===== src/rtl/assert_macros.svh =====
// assertion macros used by the pacer rtl
// depends on nothing; included by the files that check their own logic
`ifndef ASSERT_MACROS_SVH
`define ASSERT_MACROS_SVH

// condition a in a cycle implies condition c in the same cycle
`define HKP_ASSERT_SAME(label, clk, rst_n, a, c) \
	label: assert property (@(posedge clk) disable iff (!(rst_n)) (a) |-> (c)) \
		else $error("assertion failed: same-cycle implication");

// condition a in a cycle implies condition c in the next cycle
`define HKP_ASSERT_NEXT(label, clk, rst_n, a, c) \
	label: assert property (@(posedge clk) disable iff (!(rst_n)) (a) |=> (c)) \
		else $error("assertion failed: next-cycle implication");

`endif


===== src/rtl/hkp_pkg.sv =====
// types and constants of the key event pacer
// depends on nothing; used by every rtl module of the block
package hkp_pkg;

	// width of a wait in microseconds: 65535 ms times 1000 fits in 26 bits
	localparam int WAIT_W = 26;
	localparam int LEVEL_W = 7;
	localparam logic [WAIT_W-1:0] MS_TO_US = WAIT_W'(1000);
	localparam logic [15:0] GUARD_RESET = 16'd4000;

	// item kinds
	typedef enum logic [0:0] {
		CMD_PUSH = 1'b0,
		CMD_POLL = 1'b1
	} cmd_kind_t;

	// result codes
	typedef enum logic [2:0] {
		ST_PUSHED  = 3'd0,
		ST_DROPPED = 3'd1,
		ST_REPORT  = 3'd2,
		ST_WAIT    = 3'd3,
		ST_NONE    = 3'd4
	} status_t;

	// back-end sequencer states
	typedef enum logic [1:0] {
		ENG_IDLE,
		ENG_EXEC,
		ENG_ADD
	} eng_state_t;

	// one classified item waiting for the back end
	typedef struct packed {
		cmd_kind_t   kind;
		logic [7:0]  key_modifier;
		logic [7:0]  key_code;
		logic [15:0] hold_ms;
		logic [63:0] now_us;
		logic        host_ready;
	} cmd_t;

	// one stored key event
	typedef struct packed {
		logic [15:0] hold_ms;
		logic [7:0]  key_code;
		logic [7:0]  key_modifier;
	} event_t;

	// one result item
	typedef struct packed {
		status_t              status;
		logic [7:0]           report_modifier;
		logic [7:0]           report_key;
		logic [LEVEL_W-1:0]   queue_level;
	} result_t;

endpackage


===== src/rtl/hid_key_event_pacer.sv =====
// top level of the key event pacer: front queue, engine, result queue
// depends on hkp_pkg, hkp_front, hkp_engine, hkp_result_queue, assert_macros.svh
`include "assert_macros.svh"

// Key event pacer. Push items (opcode 0) queue key events in a store of
// QUEUE_DEPTH entries; poll items (opcode 1) send a report, release a held key
// or start a wait once the host is ready and the deadline has passed. Every
// item gives exactly one result, in order. Items enter a two-entry front queue
// and results leave through a two-entry result queue, so both sides may stall
// freely. The engine works on one item at a time: it acts in the execute
// state (registered event store read), and a poll that acts then does the
// 64-bit saturating deadline add in the add state. The guard time register
// may be written only while no item is in flight; it resets to 4000 us.
module hid_key_event_pacer #(
	parameter int QUEUE_DEPTH = 64
) (
	input  logic        clk,
	input  logic        arst_n,
	input  logic        push,
	output logic        full,
	input  logic        opcode,
	input  logic [7:0]  key_modifier,
	input  logic [7:0]  key_code,
	input  logic [15:0] hold_ms,
	input  logic [63:0] now_us,
	input  logic        host_ready,
	output logic        empty,
	input  logic        pop,
	output logic [2:0]  status,
	output logic [7:0]  report_modifier,
	output logic [7:0]  report_key,
	output logic [6:0]  queue_level,
	input  logic        cfg_wr_en,
	input  logic [15:0] cfg_wr_data
);

	logic              [15:0] guard_q;
	logic                     cmd_empty;
	logic                     cmd_pop;
	hkp_pkg::cmd_t            cmd_head;
	logic                     res_full;
	logic                     res_push;
	hkp_pkg::result_t         res_data;
	hkp_pkg::result_t         res_head;

	// guard time register
	always_ff @(posedge clk or negedge arst_n) begin
		if (!arst_n)
			guard_q <= hkp_pkg::GUARD_RESET;
		else if (cfg_wr_en)
			guard_q <= cfg_wr_data;
	end

	hkp_front u_front (
		.clk          (clk),
		.arst_n       (arst_n),
		.push         (push),
		.full         (full),
		.opcode       (opcode),
		.key_modifier (key_modifier),
		.key_code     (key_code),
		.hold_ms      (hold_ms),
		.now_us       (now_us),
		.host_ready   (host_ready),
		.cmd_empty    (cmd_empty),
		.cmd_head     (cmd_head),
		.cmd_pop      (cmd_pop)
	);

	hkp_engine #(
		.QUEUE_DEPTH (QUEUE_DEPTH)
	) u_engine (
		.clk           (clk),
		.arst_n        (arst_n),
		.guard_time_us (guard_q),
		.cmd_empty     (cmd_empty),
		.cmd_head      (cmd_head),
		.cmd_pop       (cmd_pop),
		.res_full      (res_full),
		.res_push      (res_push),
		.res_data      (res_data)
	);

	hkp_result_queue u_results (
		.clk      (clk),
		.arst_n   (arst_n),
		.res_push (res_push),
		.res_data (res_data),
		.res_full (res_full),
		.empty    (empty),
		.pop      (pop),
		.head     (res_head)
	);

	// result ports
	assign status          = res_head.status;
	assign report_modifier = res_head.report_modifier;
	assign report_key      = res_head.report_key;
	assign queue_level     = res_head.queue_level;

	// checks
	`HKP_ASSERT_SAME(a_no_result_overflow, clk, arst_n, res_push, !res_full)
	`HKP_ASSERT_SAME(a_no_empty_take, clk, arst_n, cmd_pop, !cmd_empty)
	`HKP_ASSERT_NEXT(a_one_in_flight, clk, arst_n, cmd_pop, !cmd_pop)
	`HKP_ASSERT_SAME(a_quiet_unless_report, clk, arst_n,
		!empty && status != hkp_pkg::ST_REPORT,
		report_modifier == 8'd0 && report_key == 8'd0)

endmodule


===== src/rtl/hkp_front.sv =====
// front end: accepts items, classifies them and holds them in a two-entry queue
// depends on hkp_pkg
module hkp_front (
	input  logic             clk,
	input  logic             arst_n,
	input  logic             push,
	output logic             full,
	input  logic             opcode,
	input  logic [7:0]       key_modifier,
	input  logic [7:0]       key_code,
	input  logic [15:0]      hold_ms,
	input  logic [63:0]      now_us,
	input  logic             host_ready,
	output logic             cmd_empty,
	output hkp_pkg::cmd_t    cmd_head,
	input  logic             cmd_pop
);

	hkp_pkg::cmd_t ent_q [2];
	hkp_pkg::cmd_t cmd_in;
	logic          wr_ptr_q;
	logic          rd_ptr_q;
	logic [1:0]    cnt_q;
	logic          do_wr;
	logic          do_rd;

	// classify the incoming item
	always_comb begin
		cmd_in.kind         = hkp_pkg::cmd_kind_t'(opcode);
		cmd_in.key_modifier = key_modifier;
		cmd_in.key_code     = key_code;
		cmd_in.hold_ms      = hold_ms;
		cmd_in.now_us       = now_us;
		cmd_in.host_ready   = host_ready;
	end

	// handshake
	assign full      = (cnt_q == 2'd2);
	assign cmd_empty = (cnt_q == 2'd0);
	assign do_wr     = push && !full;
	assign do_rd     = cmd_pop && !cmd_empty;
	assign cmd_head  = ent_q[rd_ptr_q];

	// queue control
	always_ff @(posedge clk or negedge arst_n) begin
		if (!arst_n) begin
			wr_ptr_q <= 1'b0;
			rd_ptr_q <= 1'b0;
			cnt_q    <= 2'd0;
		end else begin
			if (do_wr)
				wr_ptr_q <= ~wr_ptr_q;
			if (do_rd)
				rd_ptr_q <= ~rd_ptr_q;
			if (do_wr && !do_rd)
				cnt_q <= cnt_q + 2'd1;
			else if (do_rd && !do_wr)
				cnt_q <= cnt_q - 2'd1;
		end
	end

	// queue storage
	always_ff @(posedge clk) begin
		if (do_wr)
			ent_q[wr_ptr_q] <= cmd_in;
	end

endmodule


===== src/rtl/hkp_engine.sv =====
// back end: event store, deadline and held-key state, one item at a time
// depends on hkp_pkg
module hkp_engine #(
	parameter int QUEUE_DEPTH = 64
) (
	input  logic              clk,
	input  logic              arst_n,
	input  logic [15:0]       guard_time_us,
	input  logic              cmd_empty,
	input  hkp_pkg::cmd_t     cmd_head,
	output logic              cmd_pop,
	input  logic              res_full,
	output logic              res_push,
	output hkp_pkg::result_t  res_data
);

	localparam int AW = (QUEUE_DEPTH > 1) ? $clog2(QUEUE_DEPTH) : 1;
	localparam int CW = $clog2(QUEUE_DEPTH + 1);

	logic [31:0]                 mem [QUEUE_DEPTH];
	logic [31:0]                 rdata_q;
	hkp_pkg::cmd_t               cmd_q;
	hkp_pkg::eng_state_t         state_q, state_d;
	logic [AW-1:0]               rd_ptr_q, rd_ptr_d, rd_ptr_inc;
	logic [AW-1:0]               wr_ptr_q, wr_ptr_d, wr_ptr_inc;
	logic [CW-1:0]               count_q, count_d;
	logic [63:0]                 nat_q, nat_d;
	logic                        held_q, held_d;
	logic [hkp_pkg::WAIT_W-1:0]  wait_q, wait_d;
	hkp_pkg::status_t            stat_q, stat_d;
	logic [7:0]                  mod_q, mod_d;
	logic [7:0]                  key_q, key_d;
	logic                        mem_we;
	logic                        start;
	logic                        go;
	logic                        act;
	logic                        q_full;
	hkp_pkg::event_t             ev;
	logic [64:0]                 sum_wide;
	logic [CW+hkp_pkg::LEVEL_W-1:0] lvl_ext;

	// shared conditions
	assign start      = !cmd_empty && !res_full;
	assign ev         = hkp_pkg::event_t'(rdata_q);
	assign go         = cmd_q.host_ready && (cmd_q.now_us >= nat_q);
	assign act        = go && (held_q || (count_q != '0));
	assign q_full     = (count_q == CW'(QUEUE_DEPTH));
	assign rd_ptr_inc = (rd_ptr_q == AW'(QUEUE_DEPTH - 1)) ? '0 : rd_ptr_q + AW'(1);
	assign wr_ptr_inc = (wr_ptr_q == AW'(QUEUE_DEPTH - 1)) ? '0 : wr_ptr_q + AW'(1);
	assign sum_wide   = {1'b0, cmd_q.now_us} + 65'(wait_q);
	assign lvl_ext    = {{hkp_pkg::LEVEL_W{1'b0}}, count_d};

	// next state
	always_comb begin
		state_d = state_q;
		unique case (state_q)
			hkp_pkg::ENG_IDLE: begin
				if (start)
					state_d = hkp_pkg::ENG_EXEC;
			end
			hkp_pkg::ENG_EXEC: begin
				if (cmd_q.kind == hkp_pkg::CMD_POLL && act)
					state_d = hkp_pkg::ENG_ADD;
				else
					state_d = hkp_pkg::ENG_IDLE;
			end
			hkp_pkg::ENG_ADD: state_d = hkp_pkg::ENG_IDLE;
			default: state_d = hkp_pkg::ENG_IDLE;
		endcase
	end

	// actions and result of each state
	always_comb begin
		cmd_pop  = 1'b0;
		res_push = 1'b0;
		mem_we   = 1'b0;
		rd_ptr_d = rd_ptr_q;
		wr_ptr_d = wr_ptr_q;
		count_d  = count_q;
		nat_d    = nat_q;
		held_d   = held_q;
		wait_d   = wait_q;
		stat_d   = hkp_pkg::ST_NONE;
		mod_d    = 8'd0;
		key_d    = 8'd0;
		unique case (state_q)
			hkp_pkg::ENG_IDLE: begin
				cmd_pop = start;
			end
			hkp_pkg::ENG_EXEC: begin
				if (cmd_q.kind == hkp_pkg::CMD_PUSH) begin
					res_push = 1'b1;
					if (q_full) begin
						stat_d = hkp_pkg::ST_DROPPED;
					end else begin
						mem_we   = 1'b1;
						wr_ptr_d = wr_ptr_inc;
						count_d  = count_q + CW'(1);
						stat_d   = hkp_pkg::ST_PUSHED;
					end
				end else if (!act) begin
					// not ready, too early, or nothing to do
					res_push = 1'b1;
				end else if (held_q) begin
					// automatic release report
					held_d = 1'b0;
					wait_d = hkp_pkg::WAIT_W'(guard_time_us);
					stat_d = hkp_pkg::ST_REPORT;
				end else begin
					// pop one event
					rd_ptr_d = rd_ptr_inc;
					count_d  = count_q - CW'(1);
					wait_d   = hkp_pkg::WAIT_W'(ev.hold_ms) * hkp_pkg::MS_TO_US;
					if (ev.key_code == 8'd0 && ev.hold_ms != 16'd0) begin
						stat_d = hkp_pkg::ST_WAIT;
					end else begin
						stat_d = hkp_pkg::ST_REPORT;
						mod_d  = ev.key_modifier;
						key_d  = ev.key_code;
						held_d = (ev.key_code != 8'd0);
					end
				end
			end
			hkp_pkg::ENG_ADD: begin
				// saturating deadline update
				res_push = 1'b1;
				nat_d    = sum_wide[64] ? '1 : sum_wide[63:0];
				stat_d   = stat_q;
				mod_d    = mod_q;
				key_d    = key_q;
			end
			default: ;
		endcase
	end

	// result item
	always_comb begin
		res_data.status          = stat_d;
		res_data.report_modifier = mod_d;
		res_data.report_key      = key_d;
		res_data.queue_level     = lvl_ext[hkp_pkg::LEVEL_W-1:0];
	end

	// control state
	always_ff @(posedge clk or negedge arst_n) begin
		if (!arst_n) begin
			state_q  <= hkp_pkg::ENG_IDLE;
			rd_ptr_q <= '0;
			wr_ptr_q <= '0;
			count_q  <= '0;
			nat_q    <= '0;
			held_q   <= 1'b0;
		end else begin
			state_q  <= state_d;
			rd_ptr_q <= rd_ptr_d;
			wr_ptr_q <= wr_ptr_d;
			count_q  <= count_d;
			nat_q    <= nat_d;
			held_q   <= held_d;
		end
	end

	// payload registers
	always_ff @(posedge clk) begin
		if (state_q == hkp_pkg::ENG_IDLE)
			cmd_q <= cmd_head;
		wait_q <= wait_d;
		stat_q <= stat_d;
		mod_q  <= mod_d;
		key_q  <= key_d;
	end

	// event store, registered read at the read pointer
	always_ff @(posedge clk) begin
		if (mem_we)
			mem[wr_ptr_q] <= {cmd_q.hold_ms, cmd_q.key_code, cmd_q.key_modifier};
		rdata_q <= mem[rd_ptr_q];
	end

endmodule


===== src/rtl/hkp_result_queue.sv =====
// two-entry result queue between the back end and the result ports
// depends on hkp_pkg
module hkp_result_queue (
	input  logic              clk,
	input  logic              arst_n,
	input  logic              res_push,
	input  hkp_pkg::result_t  res_data,
	output logic              res_full,
	output logic              empty,
	input  logic              pop,
	output hkp_pkg::result_t  head
);

	hkp_pkg::result_t ent_q [2];
	logic             wr_ptr_q;
	logic             rd_ptr_q;
	logic [1:0]       cnt_q;
	logic             do_wr;
	logic             do_rd;

	// handshake
	assign res_full = (cnt_q == 2'd2);
	assign empty    = (cnt_q == 2'd0);
	assign do_wr    = res_push && !res_full;
	assign do_rd    = pop && !empty;
	assign head     = ent_q[rd_ptr_q];

	// queue control
	always_ff @(posedge clk or negedge arst_n) begin
		if (!arst_n) begin
			wr_ptr_q <= 1'b0;
			rd_ptr_q <= 1'b0;
			cnt_q    <= 2'd0;
		end else begin
			if (do_wr)
				wr_ptr_q <= ~wr_ptr_q;
			if (do_rd)
				rd_ptr_q <= ~rd_ptr_q;
			if (do_wr && !do_rd)
				cnt_q <= cnt_q + 2'd1;
			else if (do_rd && !do_wr)
				cnt_q <= cnt_q - 2'd1;
		end
	end

	// queue storage
	always_ff @(posedge clk) begin
		if (do_wr)
			ent_q[wr_ptr_q] <= res_data;
	end

endmodule

===== config.mk =====
export PLATFORM = sky130hd
export DESIGN_NAME = hid_key_event_pacer
export DESIGN_NICKNAME = d
export VERILOG_FILES = /design/src/rtl/hkp_pkg.sv /design/src/rtl/hid_key_event_pacer.sv /design/src/rtl/hkp_front.sv /design/src/rtl/hkp_engine.sv /design/src/rtl/hkp_result_queue.sv
export VERILOG_INCLUDE_DIRS = /design/src /design/src/rtl
export SDC_FILE = /design/constraint.sdc
export NUM_CORES = 2
export LEC_CHECK = 0
export BUFFER_PORTS_ARGS = -buffer_cell sky130_fd_sc_hd__buf_2
export CAP_MARGIN = 20
export CORE_ASPECT_RATIO = 1.5
export CORE_UTILIZATION = 35
export DETAILED_ROUTE_END_ITERATION = 16
export PLACE_DENSITY = 0.6
export SYNTH_ARGS = -nofsm -noshare
export SYNTH_HDL_FRONTEND = slang
export SYNTH_SLANG_ARGS = --single-unit

===== constraint.sdc =====
create_clock -name clk -period 7 [get_ports clk]
set_clock_uncertainty 0.1 [all_clocks]
set_input_delay 0 -clock clk [delete_from_list [all_inputs] [get_ports clk]]
set_output_delay 0 -clock clk [all_outputs]
set_load 0.02 [all_outputs]

Word level (Yosys, flattened, before mapping):

Memory sizes are Yosys's and may differ from the RTL's. A register that Yosys moved wholly into a read port is not among the register bits.
Index checks and enable logic that the tools add are counted.

* reductions and logical operators: 34
* bitwise operators: 7
* $mul: 1
* add/subtract/negate cells: 9
* eq/ne operators: 8
* multiplexer cells: 47
* order comparisons: 1

Operator list (count)
* 64-bit by 26-bit adder with 65-bit output: 1
* 64-bit greater-or-equal comparator: 1
* 64-bit 2-to-1 mux: 1
* 8-bit 2-to-1 mux: 8
* 7-bit 2-to-1 mux: 5
* 8-bit one-hot mux with 2 select lines: 2
* 16-bit by 7-bit multiplier with 23-bit output (second input constant): 1
* 1-bit 2-to-1 mux: 16
* 16-bit 2-to-1 mux: 1
* 16-bit nonzero test: 1
* 1-bit logical AND: 13
* 6-bit by 1-bit adder with 6-bit output (second input constant): 2
* 6-bit equality test (second input constant): 2
* 2-bit 2-to-1 mux: 6
* 6-bit 2-to-1 mux: 2
* 3-bit 2-to-1 mux: 3
* 1-bit logical NOT: 8
* 8-bit logical NOT: 1
* 8-bit nonzero test: 1
* 7-bit by 1-bit adder with 7-bit output (second input constant): 1
* 7-bit equality test (second input constant): 1
* 1-bit inverter: 7
* 7-bit nonzero test: 1
* 7-bit by 1-bit subtractor with 7-bit output (second input constant): 1
* other kinds (13): 21

* register bits: 155
* input port bits: 119
* bits in writable memories: 2296
* output and inout port bits: 28
* memories kept: 3
* word-level logic and storage cells: 129

Memories
* u_engine.mem: words 64, bits a word 32, read ports 1, clocked after memory_dff 1, wr ports 1, line hkp_engine.sv:20 `logic [31:0] mem [QUEUE_DEPTH];`
* u_front.ent_q: words 2, bits a word 98, read ports 1, clocked after memory_dff 1, wr ports 1, line hkp_front.sv:19 `hkp_pkg::cmd_t ent_q [2];`
* u_results.ent_q: words 2, bits a word 26, read ports 1, clocked after memory_dff 0, wr ports 1, line hkp_result_queue.sv:14 `hkp_pkg::result_t ent_q [2];`

Longest topological paths before layout:

* word-level depth: 11
* depth in mapped cells: 19
* gate-level depth less buffers: 19

Modules after synthesis:

A second synthesis with hierarchy kept.

* cell total of the unflattened synthesis: 4772
* area, all modules: 102766.1 µm²

By module, submodules not included
* hkp_engine: times used 1, seq. area each 68395.6 µm², cells each 4314, area each 92638.8 µm²
* hkp_front: times used 1, seq. area each 5985.7 µm², cells each 324, area each 7297.0 µm²
* hkp_result_queue: times used 1, seq. area each 1661.6 µm², cells each 100, area each 2173.3 µm²
* hid_key_event_pacer: times used 1, seq. area each 407.9 µm², cells each 34, area each 656.9 µm²

Worst setup path before layout:

No wires, ideal clock.

* kind: flip-flop to flip-flop
* start: register u_front.cnt_q[0]
* end: memory u_front.ent_q[0][0] (netlist bit) (enable)
* library setup time: 555 ps
* required time: 6345 ps
* clock period less this slack: 5380 ps
* arrival: 4724 ps
* path buffers: 0
* slack: 1620 ps
* cell stages (with the launch flop): 4
* path through: dfrtp_1 -> nand2b_1 -> nand2_1 -> nor2_1

* longest elaborated chain between the ends: 5

Ends and longest elaborated chain
* start: declaration: line hkp_front.sv:23 `logic [1:0] cnt_q;`
* start signal: assignment: line hkp_front.sv:56 `cnt_q <= cnt_q + 2'd1;`
* start signal: assignment: line hkp_front.sv:58 `cnt_q <= cnt_q - 2'd1;`
* 2-bit equality test: line hkp_front.sv:38 `assign full = (cnt_q == 2'd2);`
* 1-bit logical NOT: line hkp_front.sv:40 `assign do_wr = push && !full;`
* 1-bit logical AND: line hkp_front.sv:40
* 1-bit 2-to-1 mux: line hkp_front.sv:64 `if (do_wr)`
* 1-bit 2-to-1 mux (implied by the code): line hkp_front.sv:65 `ent_q[wr_ptr_q] <= cmd_in;`
* end: declaration: line hkp_front.sv:19

No other way between the ends.

Worst setup path in the final report:

* start: register u_engine.rdata_q[18] (netlist: u_engine.ev[18]) (read register of u_engine.mem)
* end: register u_engine.wait_q[23] (netlist bit) (data pin)

* longest elaborated chain between the ends: 1

Ends and longest elaborated chain
* start: declaration: line hkp_engine.sv:21 `logic [31:0] rdata_q;`
* 16-bit by 7-bit multiplier with 23-bit output: line hkp_engine.sv:113 `wait_d = hkp_pkg::WAIT_W'(ev.hold_ms) * hkp_pkg::MS_TO_US;`
* end signal: assignment: line hkp_engine.sv:167 `wait_q <= wait_d;`
* end: declaration: line hkp_engine.sv:29 `logic [hkp_pkg::WAIT_W-1:0] wait_q, wait_d;`

No other way between the ends.
A chain may end at the register's enable or synchronous reset.

==> results.ini <==
[yosys]
ys_types=69
synthAdderAreaFrac_pct=3.04
synth.area.top_cells=edfxtp_1 71%, mux4_2 15%, dfrtp_1 2.5%
synth_ff_type=edfxtp_1
syn_area_um2=103000
syn_avg_cell_area_um2=21.4
synth_compound_area_share_pct=2.12
ys.warnings.count=0
ys_seq_elements=2581
muxShareOfSynthArea_pct=16.4
seq_area_frac_synth_pct=74.5
yosysTopAreaCellShare_pct=70.8
synth_top_family_by_area=multiplexers
syn_inst=4799
yosys.area_share.simple_pct=1.80
async_flop_share_pct=4.26
synth_xor_area_share_pct=0.666
syn_nets=5134
yosysTopAreaCell=edfxtp_1
synth-edff-count=2420

[sta]
worst_slack_ns=1.40
fmax_mhz=178
hold_violations=0
finalSetupViolCount=0
finalMaxSlewViolations=0
rsz0062_at_grt=no
finalCritPeriodShare_pct=80.0
tns_ns=0
hold-worst-slack_ns=0.110
period_needed_ns=5.60
slew_headroom_pct=20.5
worst_pin_slew_ns=1.18

[drt]
drt-wirelength-per-cell_um=25.6
drc=0
drt-vias-per-instance=5.16
routed_wl_mm=239
first_pass_iters=5
wl_met2_mm=134
ant_nets=0
wl_met3_mm=9.60
vias=48200
first_iter_violations=3798
m1WireLength_mm=90.1
top_layer=met5

[worst_hold_path]
hold_path_class=in -> reg

[clocking]
root_buffer=clkbuf_16
clock-sinks=2581
worstSkewPairLatency_ns=0.89
path_clk_slew_ns=0.07
tritoncts=yes
htree_levels=4
numCtsBuffers=225
cts_buffer_depth=4
cts-resized-gates=0

[power_and_ir_drop]
vdd.ir_drop.worst_uv=1040
combPwrFrac_pct=40.4
p_per_area_nw_per_um2=485
power.internal_mw=37.7
power_frac_seq_pct=37.7
p_clk_share_pct=21.9
p_switching_mw=20.0
p_leak_nw=38.4
swShare_pct=34.7
power_mw=57.7

[cells_and_area]
nFillCells=25500
final_common_cell=edfxtp_1
area_growth_pct=15.9
layout.area.seq_um2=76500
multiInputGateArea_um2=25200
mostFrequentLayoutCells=2420 x edfxtp_1, 672 x mux4_2, 250 x dlygate4sd3_1, 225 x clkbuf_16, 184 x inv_1
fin_area_um2=119000
layout.nets=5681
fin_cells=9331
drive_gt1_share_pct=27.8
final_core_util_pct=40.8

[place]
dp_hpwl_mm=150
place.port_buffers=146
place.gp.congestion=0.837
place_inst=8665
place_ws_ns=1.43
post_dp_cell_area_um2=109000

[flow_run]
maxCapViolCount=0

[global_route]
grt_pass1_wl_mm=351
antenna_found_initial=14
grtUsageTotal_pct=16.0
grt_pass1_vias=51500
grt_overflow=0
grt_start_max_net_pins=120

[die]
die_w_um=444
dieArea_um2=295000
io-pin-count=147
core-area_um2=292000
die_h_um=665
start_util_pct=35.2
rows=243

[worst_setup_path]
cp-start-kind=flip-flop
arrival_ns=6.10
path_max_fanout=5
crit_type=reg -> reg
endpoint_kind=flip-flop
cp.required_ns=7.49

[status]
status=finished clean

Yosys cell counts, types with 8 or more instances:
master	number
edfxtp_1	2420
mux4_2	672
inv_1	184
ha_1	161
clkbuf_1	157
mux2_2	148
nor2_1	122
dfrtp_1	104
nand2_1	79
o21ai_0	79
a21oi_1	59
a21o_1	55
fa_1	55
dfxtp_1	51
buf_1	45
xnor2_1	40
nand3_1	39
xor2_1	38
a22oi_1	26
nand4_1	26
and3_1	16
a31oi_1	15
nor3_1	15
and2_1	13
nor2b_1	12
nand2b_1	11
or3_1	11
a22o_1	9
a32o_1	9
or2_2	9
buf_2	8
mux2i_1	8
o211ai_1	8
cell type report:
class	count	share of cell area, %
clock inverter	142	1.29
antenna	9	0.0189
clock buffer	264	4.91
timing repair buffer	530	3.72
sequential	2581	64.3
inverter	185	0.584
tap	3797	3.99
multi-input combinational	1823	21.2
routing by layer:
layer | track usage [%] | vias to the layer above
li1 | - | 20800
met4 | 4.10 | 2
met1 | 18.8 | 25900
met3 | 1.69 | 305
met5 | 0 | -
met2 | 30.8 | 1156
cell families (layout without fill, tap and decap cells):
group	Yosys count	count (layout)
XOR/XNOR	78	78
other	0	9
multiplexers	828	828
flip-flops	2581	2581
adder cells (fa/ha/maj)	216	216
buffers and inverters	395	1121
AND/OR/NAND/NOR	379	379
AO/OA/AOI/OAI	322	322
critical path, stage by stage, from the launching register on:
cell and delay (ns):
dfxtp_1 0.44, inv_1 0.14, fa_1 0.59, fa_1 0.45
fa_1 0.48, fa_1 0.50, inv_1 0.04, ha_1 0.22
or2_2 0.31, o311ai_0 0.63, a31oi_1 0.31, a221oi_1 0.52
o21ai_0 0.15, a21oi_1 0.20, xor2_1 0.17, nor2_1 0.05
worst paths after layout:
kind | startpoint | slack [ns] | endpoint | cells after the start
worst max-delay path | u_engine.ev[18] | 1.40 | u_engine.wait_q[23] | 15
worst min-delay path | cfg_wr_en | 0.11 | guard_q[0] | 3
worst max register to register | u_engine.ev[18] | 1.40 | u_engine.wait_q[23] | 15
worst min register to register | u_engine.nat_q[42] | 0.39 | u_engine.nat_q[42] | 1
max in group asynchronous | arst_n | 5.61 | u_front.rd_ptr_q | 4
min in group asynchronous | arst_n | 0.17 | guard_q[11] | 3
registers in the layout, summed over array words and instances, names as in the netlist, 2 cells and up:
| signal | cells |
|---|---|
| u_front.ent_q | 196 |
| u_results.ent_q | 52 |
| u_engine.ev | 32 |
| u_engine.nat_q | 64 |
| u_engine.count_q | 7 |
| u_engine.state_q | 2 |
| guard_q | 16 |
| u_engine.stat_q | 3 |
| u_engine.cmd_q | 98 |
| u_results.cnt_q | 2 |
| u_engine.mod_q | 8 |
| u_engine.wr_ptr_q | 6 |
| u_engine.mem | 2048 |
| u_engine.key_q | 8 |
| u_front.cnt_q | 2 |
| u_engine.rd_ptr_q | 6 |
| u_engine.wait_q | 26 |
repair_timing:
item	4_1_cts	5_1_grt
hold buffers	251	0
endpoints found under the hold margin	463	0
setup buffers	0	0
power by group through the flow:
stage          combinational (mW)  clock [mW]  sequential [mW]
2_1_floorplan                16.5           0             22.5
3_3_place_gp                 23.2           0             22.0
3_5_place_dp                 23.5           0             22.1
4_1_cts                      23.7        12.9             21.8
5_1_grt                      25.9        13.3             21.9
6_report                     23.3        12.6             21.7
No activity file was read; power rests on OpenSTA's default activity.
